[src/sv/pid_controller_step_unit_macros.svh]
// assertion macros shared by the pid controller step unit
`ifndef PID_CONTROLLER_STEP_UNIT_MACROS_SVH
`define PID_CONTROLLER_STEP_UNIT_MACROS_SVH

// same-cycle implication, sampled on clk, off during reset
`define PIDC_ASSERT_SAME(lbl, ante, cons, msg) \
    lbl: assert property (@(posedge clk) disable iff (!rst_n) (ante) |-> (cons)) \
        else $error(msg);

// next-cycle implication, sampled on clk, off during reset
`define PIDC_ASSERT_NEXT(lbl, ante, cons, msg) \
    lbl: assert property (@(posedge clk) disable iff (!rst_n) (ante) |=> (cons)) \
        else $error(msg);

`endif

[src/sv/pidc_pkg.sv]
// shared types and constants of the pid controller step unit
package pidc_pkg;

    localparam int DATA_W    = 32;
    localparam int PERIOD_W  = 20;
    localparam int LIMIT_W   = 31;
    localparam int CFG_IDX_W = 3;

    localparam logic [PERIOD_W-1:0] DT_MIN_US = 20'd100;
    localparam logic [PERIOD_W-1:0] DT_MAX_US = 20'd1000000;
    localparam logic [PERIOD_W-1:0] US_PER_S  = 20'd1000000;

    localparam int MAG_W     = 48;
    localparam int UMUL_A_W  = 33;
    localparam int UMUL_P_W  = UMUL_A_W + PERIOD_W;
    localparam int LO_W      = 24;
    localparam int DIV_W     = 68;
    localparam int DIVR_W    = 21;
    localparam int DIV_STEP  = 4;
    localparam int DIV_ITER  = DIV_W / DIV_STEP;
    localparam int DIV_CNT_W = 5;

    typedef enum logic [1:0] {
        SRC_OFF,
        SRC_ERROR,
        SRC_MEAS,
        SRC_EXT
    } deriv_src_t;

    typedef enum logic [CFG_IDX_W-1:0] {
        REG_GAIN_P,
        REG_GAIN_I,
        REG_GAIN_D,
        REG_GAIN_FF,
        REG_DERIV_SOURCE,
        REG_FILTER_TAU,
        REG_INTEGRAL_LIMIT,
        REG_OUTPUT_LIMIT
    } cfg_reg_t;

    typedef enum logic [4:0] {
        ST_IDLE,
        ST_ERR,
        ST_DIFF,
        ST_RDIV_GO,
        ST_RDIV,
        ST_FDELTA,
        ST_FDIV_GO,
        ST_FDIV,
        ST_MUL_D,
        ST_MUL_P,
        ST_MUL_FF,
        ST_MUL_I,
        ST_PDF,
        ST_IQ_LO,
        ST_IQ_HI,
        ST_IDIV_GO,
        ST_IDIV,
        ST_WIND,
        ST_DONE
    } ctl_state_t;

    typedef enum logic [4:0] {
        OP_NONE,
        OP_LOAD,
        OP_ERR,
        OP_DIFF,
        OP_RDIV_GO,
        OP_RAW,
        OP_FDELTA,
        OP_FDIV_GO,
        OP_FILT,
        OP_MUL_D,
        OP_MUL_P,
        OP_MUL_FF,
        OP_MUL_I,
        OP_PDF,
        OP_IQ_LO,
        OP_IQ_HI,
        OP_IDIV_GO,
        OP_CAND,
        OP_WIND,
        OP_DONE
    } dp_op_t;

    typedef enum logic [1:0] {
        DIVS_DT,
        DIVS_DT_TAU,
        DIVS_MEGA
    } div_sel_t;

    typedef struct packed {
        dp_op_t   op;
        logic     div_go;
        div_sel_t div_sel;
        logic     in_ready;
    } dp_cmd_t;

    typedef struct packed {
        logic in_valid;
        logic sample_ok;
        logic use_rdiv;
        logic use_filter;
        logic use_integ;
        logic div_done;
        logic out_busy;
    } dp_stat_t;

endpackage

[src/sv/pidc_ctrl.sv]
// controller state machine sequencing one control tick
`include "pid_controller_step_unit_macros.svh"

module pidc_ctrl
    import pidc_pkg::*;
(
    input  logic     clk,
    input  logic     rst_n,
    input  dp_stat_t stat,
    output dp_cmd_t  cmd
);

    ctl_state_t state_reg;
    ctl_state_t state_next;

    always_ff @(posedge clk or negedge rst_n)
    begin
        if (!rst_n)
            state_reg <= ST_IDLE;
        else
            state_reg <= state_next;
    end

    always_comb
    begin
        state_next   = state_reg;
        cmd.op       = OP_NONE;
        cmd.div_go   = 1'b0;
        cmd.div_sel  = DIVS_DT;
        cmd.in_ready = 1'b0;
        unique case (state_reg)
            ST_IDLE:
            begin
                cmd.in_ready = 1'b1;
                if (stat.in_valid)
                begin
                    cmd.op     = OP_LOAD;
                    state_next = ST_ERR;
                end
            end
            ST_ERR:
            begin
                cmd.op     = OP_ERR;
                state_next = stat.sample_ok ? ST_DIFF : ST_DONE;
            end
            ST_DIFF:
            begin
                cmd.op     = OP_DIFF;
                state_next = stat.use_rdiv ? ST_RDIV_GO : ST_FDELTA;
            end
            ST_RDIV_GO:
            begin
                cmd.op      = OP_RDIV_GO;
                cmd.div_go  = 1'b1;
                cmd.div_sel = DIVS_DT;
                state_next  = ST_RDIV;
            end
            ST_RDIV:
            begin
                if (stat.div_done)
                begin
                    cmd.op     = OP_RAW;
                    state_next = ST_FDELTA;
                end
            end
            ST_FDELTA:
            begin
                cmd.op     = OP_FDELTA;
                state_next = stat.use_filter ? ST_FDIV_GO : ST_MUL_D;
            end
            ST_FDIV_GO:
            begin
                cmd.op      = OP_FDIV_GO;
                cmd.div_go  = 1'b1;
                cmd.div_sel = DIVS_DT_TAU;
                state_next  = ST_FDIV;
            end
            ST_FDIV:
            begin
                if (stat.div_done)
                begin
                    cmd.op     = OP_FILT;
                    state_next = ST_MUL_D;
                end
            end
            ST_MUL_D:
            begin
                cmd.op     = OP_MUL_D;
                state_next = ST_MUL_P;
            end
            ST_MUL_P:
            begin
                cmd.op     = OP_MUL_P;
                state_next = ST_MUL_FF;
            end
            ST_MUL_FF:
            begin
                cmd.op     = OP_MUL_FF;
                state_next = ST_MUL_I;
            end
            ST_MUL_I:
            begin
                cmd.op     = OP_MUL_I;
                state_next = ST_PDF;
            end
            ST_PDF:
            begin
                cmd.op     = OP_PDF;
                state_next = stat.use_integ ? ST_IQ_LO : ST_DONE;
            end
            ST_IQ_LO:
            begin
                cmd.op     = OP_IQ_LO;
                state_next = ST_IQ_HI;
            end
            ST_IQ_HI:
            begin
                cmd.op     = OP_IQ_HI;
                state_next = ST_IDIV_GO;
            end
            ST_IDIV_GO:
            begin
                cmd.op      = OP_IDIV_GO;
                cmd.div_go  = 1'b1;
                cmd.div_sel = DIVS_MEGA;
                state_next  = ST_IDIV;
            end
            ST_IDIV:
            begin
                if (stat.div_done)
                begin
                    cmd.op     = OP_CAND;
                    state_next = ST_WIND;
                end
            end
            ST_WIND:
            begin
                cmd.op     = OP_WIND;
                state_next = ST_DONE;
            end
            ST_DONE:
            begin
                if (!stat.out_busy)
                begin
                    cmd.op     = OP_DONE;
                    state_next = ST_IDLE;
                end
            end
            default:
            begin
                state_next = ST_IDLE;
            end
        endcase
    end

    `PIDC_ASSERT_NEXT(a_div_wait, (state_reg == ST_RDIV || state_reg == ST_FDIV || state_reg == ST_IDIV) && !stat.div_done, $stable(state_reg), "divide wait left early")
    `PIDC_ASSERT_NEXT(a_out_hold, state_reg == ST_DONE && stat.out_busy, state_reg == ST_DONE, "result register overwritten")
    `PIDC_ASSERT_NEXT(a_accept, state_reg == ST_IDLE && stat.in_valid, state_reg == ST_ERR, "accepted item not started")

endmodule

[config.mk]
export PLATFORM = sky130hd
export DESIGN_NAME = pidc_ctrl
export DESIGN_NICKNAME = d
export VERILOG_FILES = /design/src/sv/pidc_pkg.sv /design/src/sv/pidc_ctrl.sv
export VERILOG_INCLUDE_DIRS = /design/src /design/src/sv
export SDC_FILE = /design/constraint.sdc
export NUM_CORES = 1
export LEC_CHECK = 0
export ABC_CLOCK_PERIOD_IN_PS = 2200
export BUFFER_PORTS_ARGS = -buffer_cell sky130_fd_sc_hd__buf_4
export CAP_MARGIN = 20
export CORE_UTILIZATION = 30
export CTS_BUF_LIST = sky130_fd_sc_hd__clkbuf_4
export DETAILED_ROUTE_END_ITERATION = 10
export GPL_TIMING_DRIVEN = 0
export PLACE_DENSITY_LB_ADDON = 0.08
export SETUP_SLACK_MARGIN = 0.2
export SLEW_MARGIN = 15
export SYNTH_ARGS = -nofsm -noshare
export SYNTH_HDL_FRONTEND = slang
export SYNTH_SLANG_ARGS = --single-unit
[constraint.sdc]
create_clock -name clk -period 2.2 [get_ports clk]
set_input_delay 0 -clock clk [delete_from_list [all_inputs] [get_ports clk]]
set_output_delay 0 -clock clk [all_outputs]
set_load 0.005 [all_outputs]
After elaboration in Yosys (flattened, before gate mapping)
Index checks and enable logic that the tools add are counted.
Cells by class
  $add $sub $neg: 0
  $mul: 0
  div/mod/pow operators: 0
  magnitude comparators: 0
  eq/ne operators: 23
  shift operators: 0
  muxes and demuxes: 18
  bitwise operators: 0
  reduce and logical (&&, ||, !) cells: 2
Operators with widths (count)
  5-bit case mux with 19 select lines: 2
  5-bit 2-to-1 mux: 9
  5-bit by 4-bit equality test with 1-bit output (second input constant): 8
  5-bit by 3-bit equality test with 1-bit output (second input constant): 4
  5-bit equality test (second input constant): 3
  5-bit by 2-bit equality test with 1-bit output (second input constant): 2
  2-bit inequality test (second input constant): 5
  3-bit case mux with 3 select lines: 1
  4-bit 2-to-1 mux: 2
  3-bit 2-to-1 mux: 2
  5-bit by 1-bit equality test with 1-bit output (second input constant): 1
  5-bit zero test: 1
  5-bit AND reduction: 1
  1-bit 2-to-1 mux: 2
Word-level totals
  bits in registers: 5
  latch bits: 0
  bits in writable memories: 0
  bits in read-only memories: 0
  input bits: 9
  output and inout port bits: 9
  logic and storage cells: 44
  memories kept: 0

Depth between registers and ports, before layout
Gate-level depths: netlist (run 1).
  depth in word-level cells: 3
  mapped depth: 6
  gate-level depth less buffers: 4

Worst setup path after synthesis (run 1)
OpenSTA, ideal clock, no wires.
  path type: register -> register
  from: register state_reg[1]
  to: register state_reg[2]
  library setup time: 0.125 ns
  arrival: 1.651 ns
  slack: 0.424 ns
  stages on the path, launching flop included: 6
  clock period less this slack: 1.776 ns
  cells stage by stage: dfrtp_1 > buf_6 > or3_4 > or3_4 > nand4_4 > mux2_4
Between the ends
  longest elaborated chain between the ends: 3
RTL lines
  from (decl): line pidc_ctrl.sv:13  | ctl_state_t state_reg;
  from (signal assigned): line pidc_ctrl.sv:21  | state_reg <= state_next;
  5-bit by 3-bit equality test with 1-bit output, or another cell as far along: line pidc_ctrl.sv:31  | unique case (state_reg)
  2-bit inequality test (no line)
  5-bit AND reduction (no line)
Several ways; a longest one is shown, not always the timed one.
A chain may end at the register's enable or synchronous reset.

Final worst setup path (run 1)
  from: register state_reg[3]
  to: register state_reg[2]
Same word-level chain as after synthesis.

==> impl_metrics.csv, run 1 <==
group,metric,value,unit
run_status,status,"complete, no violations",
run,maxCapViolCount,0,
synthesis,yosys_warnings,0,
setup_path,ff2ff_setup_slack,270,ps
setup_path,timing.rr.end,"state_reg[2]$_DFFE_PN0P_",
setup_path,critPathBufInv,0,
global_route,grt_pass1_wl,3222,um
die,die_area,2385,um2
sta,hold_viol,0,
die,start_util,32.87,%
setup_path,critPathLaunchType,"register",
global_route,antenna_found_initial,0,
setup_path,cp.depth,4,
clock_network,insertion_delay,250,ps
pwr,p_int,0.0006677,W
routing,num_vias,786,
routing,wl,1984,um
setup_path,worstPathArrival,2050,ps
sta,worstMarginPinSlew,441.1,ps
die,core_area,2002,um2
sta,holdWs,96.81,ps
synthesis,ys_seq_elements,5,
clock_network,clock_sinks,5,
setup_path,reg2reg_depth,4,
setup_path,cp_max_fo,9,
synthesis,synthCells,90,
sta,min_period,1928,ps
pwr,p_switching,0.0006091,W
pwr,power.leakage,0.3563,nW
setup_path,startpoint,"state_reg[3]$_DFFE_PN0P_",
cells_and_area,n_fill_cell,216,
routing,dr.first_iter.drc_count,25,
global_route,gr-total-overflow,0,
hold_path,hp-class,"input port to async pin",
clock_network,path_clk_slew,50,ps
synthesis,synthTopCellsByArea,"dfrtp_1, o21ai_0, a21oi_1",
routing,antenna_left,0,
sta,fin_skew,6.325,ps
synthesis,synth_top_cell_by_area,"dfrtp_1",
global_route,grtUsageTotal,17.93,%
setup_path,reg2reg_from,"state_reg[3]$_DFFE_PN0P_",
synthesis,synth_top_cell_area_share,19.01,%
setup_path,worstSetupPathType,"register to register",
sta,setup_tns,0,ps
synthesis,synth_area,658.1,um2
sta,fin_ws,271.9,ps
pwr,pwr-share-clk,9.4,%
cells_and_area,final-instance-count-excl-fill,139,
clock_network,tritoncts,"yes",
setup_path,max_stage_delay,470,ps
synthesis,ys_types,35,
cells_and_area,n_antenna_cell,0,
die,die-width,48.84,um
setup_path,crit_end,"state_reg[2]$_DFFE_PN0P_",
sta,rsz0062_at_grt,"false",
pwr,power_frac_seq,13.7,%
cells_and_area,area_growth,30.99,%
global_route,grt_max_degree,11,
setup_path,critPathTopFamily,"simple AND/OR/NAND/NOR gates",
setup_path,path_cells,"or3_1 > or4_4 > nand4_4 > mux2_4",
place,place_ws,287.1,ps
cells_and_area,largest_reg_flops,5,
place,gp_congestion,0.8432,
cells_and_area,fin_nets,122,
pwr,ir_worst_vdd,521.8,uV
synthesis,avgSynthCellArea,7.313,um2
setup_path,end_kind,"register",
clock_network,ctsHtreeMaxLevel,1,
routing,routedWlPerCell,14.27,um
pwr,pwr-share-comb,76.9,%
setup_path,crit_required,2320,ps
synthesis,synth_nets,99,
sta,slew_violations,0,
routing,drc,0,
clock_network,root_buffer,"clkbuf_4",
sta,relSlewSlack,70.52,%
global_route,grt_pass1_vias,703,
clock_network,numCtsBuffers,3,
sta,setup_viol,0,
clock_network,clk_path_buf_depth,2,
die,ios,18,
place,io_buffers,17,
clock_network,cts_setup_buffers,0,
synthesis,seq_area_frac_synth,19.01,%
pwr,p_sw_share,47.71,%
die,die_height,48.84,um
die,rows,16,
sta,max_freq,0.5186,GHz
place,numPlacedInstances,134,
cells_and_area,drive_gt1_share,27.68,%
setup_path,critical-path-slowest-cell,"dfrtp_1",
routing,viasPerCell,5.655,
routing,first_pass_iters,4,
place,hpwl,1457,um
sta,finalCritPeriodShare,87.64,%
pwr,powerDensity,1481,nW/um2
## layout by cell type (no fill, tap or decap), types with 2 or more instances in the layout
| cell type | synthesis | final |
|---|---|---|
| or4_1 | 2 | 2 |
| nor4_1 | 2 | 2 |
| nand2b_1 | 4 | 4 |
| buf_2 | 2 | 2 |
| nor2_1 | 8 | 8 |
| nand2_1 | 7 | 7 |
| or3_1 | 2 | 2 |
| nor3b_1 | 4 | 4 |
| inv_1 | 4 | 4 |
| dfrtp_1 | 5 | 5 |
| o211ai_1 | 2 | 2 |
| a2111oi_0 | 3 | 2 |
| clkbuf_1 | 6 | 4 |
| clkbuf_4 | 0 | 4 |
| or3_4 | 2 | 2 |
| a21oi_1 | 6 | 6 |
| o21ai_0 | 9 | 9 |
| a221oi_1 | 2 | 2 |
| buf_4 | 0 | 17 |
| o22a_1 | 2 | 2 |
| a21o_1 | 2 | 2 |
## routing by layer
metal  wire length (um)  track usage [%]  share of wire (%)  vias up
met1                894            22.90                 45      374
met4                 44            7.353                2.2        0
met3                 96            5.296                4.8        7
li1                   -                -                  -      384
met5                  0                0                  0        -
met2                949            28.01                 48       21
## power by group through the flow
stage | clock network (W) | logic, W | registers [W]
5_1_grt | 0.000138 | 0.00107 | 0.000183
6_report | 0.000120 | 0.000982 | 0.000175
2_1_floorplan | 0 | 0.000676 | 0.000163
3_3_place_gp | 0 | 0.000969 | 0.000175
4_1_cts | 0.000126 | 0.000969 | 0.000175
3_5_place_dp | 0 | 0.000964 | 0.000177
## worst min-delay path by stage
stage | start | to | slack [ps] | cells after the start
6_report | rst_n | state_reg[0]$_DFFE_PN0P_ | 100 | 2
3_5_place_dp | rst_n | state_reg[3]$_DFFE_PN0P_ | -200 | 1
2_1_floorplan | rst_n | state_reg[0]$_DFFE_PN0P_ | -300 | 0
3_3_place_gp | rst_n | state_reg[3]$_DFFE_PN0P_ | -200 | 1
5_1_grt | rst_n | state_reg[3]$_DFFE_PN0P_ | 90 | 2
4_1_cts | rst_n | state_reg[1]$_DFFE_PN0P_ | 70 | 2
## what timing repair did
action / in CTS / in global routing
endpoints found under the setup margin: 0 / 3
hold endpoints to repair: 5 / 0
gates resized for setup: 0 / 4
hold buffers: 1 / 0
## cells by family after synthesis
kind of cell           share of synthesized area, %
AND/OR/NAND/NOR                               36.69
AO/OA/AOI/OAI                                 31.75
buffers and inverters                         8.934
flip-flops                                    19.01
XOR/XNOR                                      1.331
multiplexers                                  2.281
## synthesized netlist by cell type
library cell and n:
nor3_1 1, nor2b_1 1, or3_1 2, and3_1 1, nand3_1 1, o22a_1 2, dfrtp_1 5, or3_4 2
buf_6 1, o21ai_0 9, mux2_4 1, nor2_1 8, clkbuf_1 6, nand4_4 1, or4_4 1, buf_2 2
a2111oi_0 3, a221oi_1 2, a21oi_1 6, a22o_1 1, o31ai_1 1, inv_1 4, nand2_1 7, nor4_1 2
o211ai_1 2, or2_2 1, o2111ai_1 1, or4_1 2, nand2b_1 4, nor3b_1 4, xnor2_1 1, a2bb2oi_1 1
nand4_1 1, a311oi_1 1, a21o_1 2
## stage by stage
| stage | area (um2) | total power (W) | utilization, % |
|---|---|---|---|
| after detailed placement | 819.5 | 0.001141 | 40.94 |
| after global placement | 819.5 | 0.001144 | 40.94 |
| after global routing | 862.1 | 0.001391 | 43.06 |
| after floorplan | 658.1 | 0.0008395 | - |
| final | 862.1 | 0.001277 | 43.06 |
| after CTS | 859.6 | 0.001270 | 42.94 |
## area by class of cell
cell class,count,area (um2),share of cell area [%]
multi-input cells,72,475.5,55.15
repair buffers,18,137.6,15.97
clock buffers,4,30.03,3.483
flip-flops and latches,5,125.1,14.51
inverters,4,15.01,1.742
plain buffers,9,45.04,5.225
well taps,27,33.78,3.919
Note: power is estimated with default switching activity, not from simulation.
==> run 2, diff against run 1 <==
- CORE_AREA: default -> 2 2 39 41
- CORE_UTILIZATION: 30 -> default
- DIE_AREA: default -> 0 0 41 43
==> impl_metrics.csv, run 2 (synthesized netlist as in run 1, its figures left out) <==
group,metric,value,unit
run_status,status,"complete, no violations",
cells_and_area,regArea,125.1,um2
sta,fin_skew,9.066,ps
setup_path,ff2ff_setup_slack,280,ps
clock_network,numCtsBuffers,3,
cells_and_area,n_antenna_cell,0,
clock_network,insertion_delay,250,ps
die,die-width,41,um
hold_path,hp-class,"input port to async pin",
setup_path,end_kind,"register",
setup_path,crit_end,"state_reg[2]$_DFFE_PN0P_",
setup_path,critPathLaunchType,"register",
global_route,grt_pass1_wl,3187,um
pwr,ir_worst_vdd,739.4,uV
cells_and_area,fin_nets,122,
clock_network,clk_path_buf_depth,2,
pwr,powerDensity,1500,nW/um2
sta,max_freq,0.5196,GHz
sta,setup_viol,0,
place,io_buffers,17,
clock_network,root_buffer,"clkbuf_4",
global_route,antenna_found_initial,0,
routing,dr.first_iter.drc_count,29,
cells_and_area,multiInputGateArea,479.2,um2
cells_and_area,n_fill_cell,143,
setup_path,cp_max_fo,9,
setup_path,timing.rr.end,"state_reg[2]$_DFFE_PN0P_",
die,rows,14,
routing,routedWlPerCell,15.34,um
routing,drc,0,
clock_network,clock_sinks,5,
sta,relSlewSlack,70.16,%
die,ios,18,
routing,viasPerCell,6.109,
routing,first_pass_iters,4,
cells_and_area,drive_gt1_share,28.57,%
setup_path,worstPathArrival,2060,ps
die,core_area,1384,um2
die,die_area,1763,um2
sta,hold_viol,0,
sta,min_period,1925,ps
routing,num_vias,782,
cells_and_area,final_cell_mix,"buf_4, o21ai_0, nor2_1",
pwr,power.leakage,0.3568,nW
cells_and_area,largest_reg_flops,5,
setup_path,reg2reg_from,"state_reg[3]$_DFFE_PN0P_",
setup_path,crit_required,2340,ps
setup_path,worstSetupPathType,"register to register",
cells_and_area,area_growth,29.47,%
sta,rsz0062_at_grt,"false",
sta,setup_tns,0,ps
routing,antenna_left,0,
global_route,gr-total-overflow,0,
routing,wl,1963,um
die,die_height,43,um
sta,worstMarginPinSlew,436.3,ps
global_route,grtUsageTotal,26.05,%
cells_and_area,layout_commonest_cell,"buf_4",
run,maxCapViolCount,0,
place,gp_congestion,0.8736,
clock_network,tritoncts,"yes",
sta,slew_violations,0,
sta,finalCritPeriodShare,87.48,%
place,hpwl,1440,um
cells_and_area,post-route-util,61.57,%
global_route,grt_pass1_vias,682,
setup_path,reg2reg_depth,4,
pwr,p_total,0.001278,W
setup_path,startpoint,"state_reg[3]$_DFFE_PN0P_",
clock_network,cts_setup_buffers,0,
global_route,grt_max_degree,11,
clock_network,ctsHtreeMaxLevel,1,
die,start_util,47.56,%
clock_network,path_clk_slew,50,ps
-- run 2: power by group --
part	internal, W	switching (W)	total, W	leakage, nW
logic	0.000450	0.000525	0.000975	0.275
clock network	0.0000811	0.0000416	0.000123	0.0184
registers	0.000136	0.0000447	0.000181	0.0631
-- run 2: final cells by class --
| cell class | instances | area share [%] |
|---|---|---|
| Sequential cell | 5 | 14.68 |
| Buffer | 9 | 5.286 |
| Timing Repair Buffer | 18 | 16.15 |
| Tap cell | 16 | 2.349 |
| Inverter | 4 | 1.762 |
| Multi-Input combinational cell | 72 | 56.24 |
| Clock buffer | 4 | 3.524 |
-- run 2: critical path: stages (launching register included) --
cell     delay, ps
dfrtp_1        470
or3_1          430
or4_4          450
nand4_4        150
mux2_4         310
-- run 2: per-stage QoR --
step / hold slack, ps / setup slack, ps / std cells / instance area, um2
CTS: 86.53 / 279.0 / 128 / 845.8
global route: 96.90 / 222.3 / 128 / 852.1
global placement: -199.0 / 281.9 / 123 / 805.8
floorplan: -295.6 / 424.0 / 90 / 658.1
detailed placement: -196.0 / 274.8 / 123 / 805.8
finish: 81.88 / 275.4 / 128 / 852.1
-- run 2: how the worst min path moves through the flow --
stage	slack, ps	startpoint	end
finish	80	rst_n	state_reg[0]$_DFFE_PN0P_
global route	100	rst_n	state_reg[4]$_DFFE_PN0P_
CTS	90	rst_n	state_reg[0]$_DFFE_PN0P_
detailed placement	-200	rst_n	state_reg[3]$_DFFE_PN0P_
global placement	-200	rst_n	state_reg[4]$_DFFE_PN0P_
floorplan	-300	rst_n	state_reg[0]$_DFFE_PN0P_
-- run 2: metal layers --
metal  up-vias  part of all wire (%)  global-route usage (%)
met2        34                    48                   37.50
met3         5                   7.2                   3.665
met4         0                   2.0                   11.33
li1        380                     -                       -
met5         -                     0                       0
met1       363                    43                   37.06
-- run 2: what timing repair did --
action                     4_1_cts  5_1_grt
setup endpoints to repair        0        2
hold buffers                     1        0
gates resized for setup          0        3
hold endpoints to repair         5        0
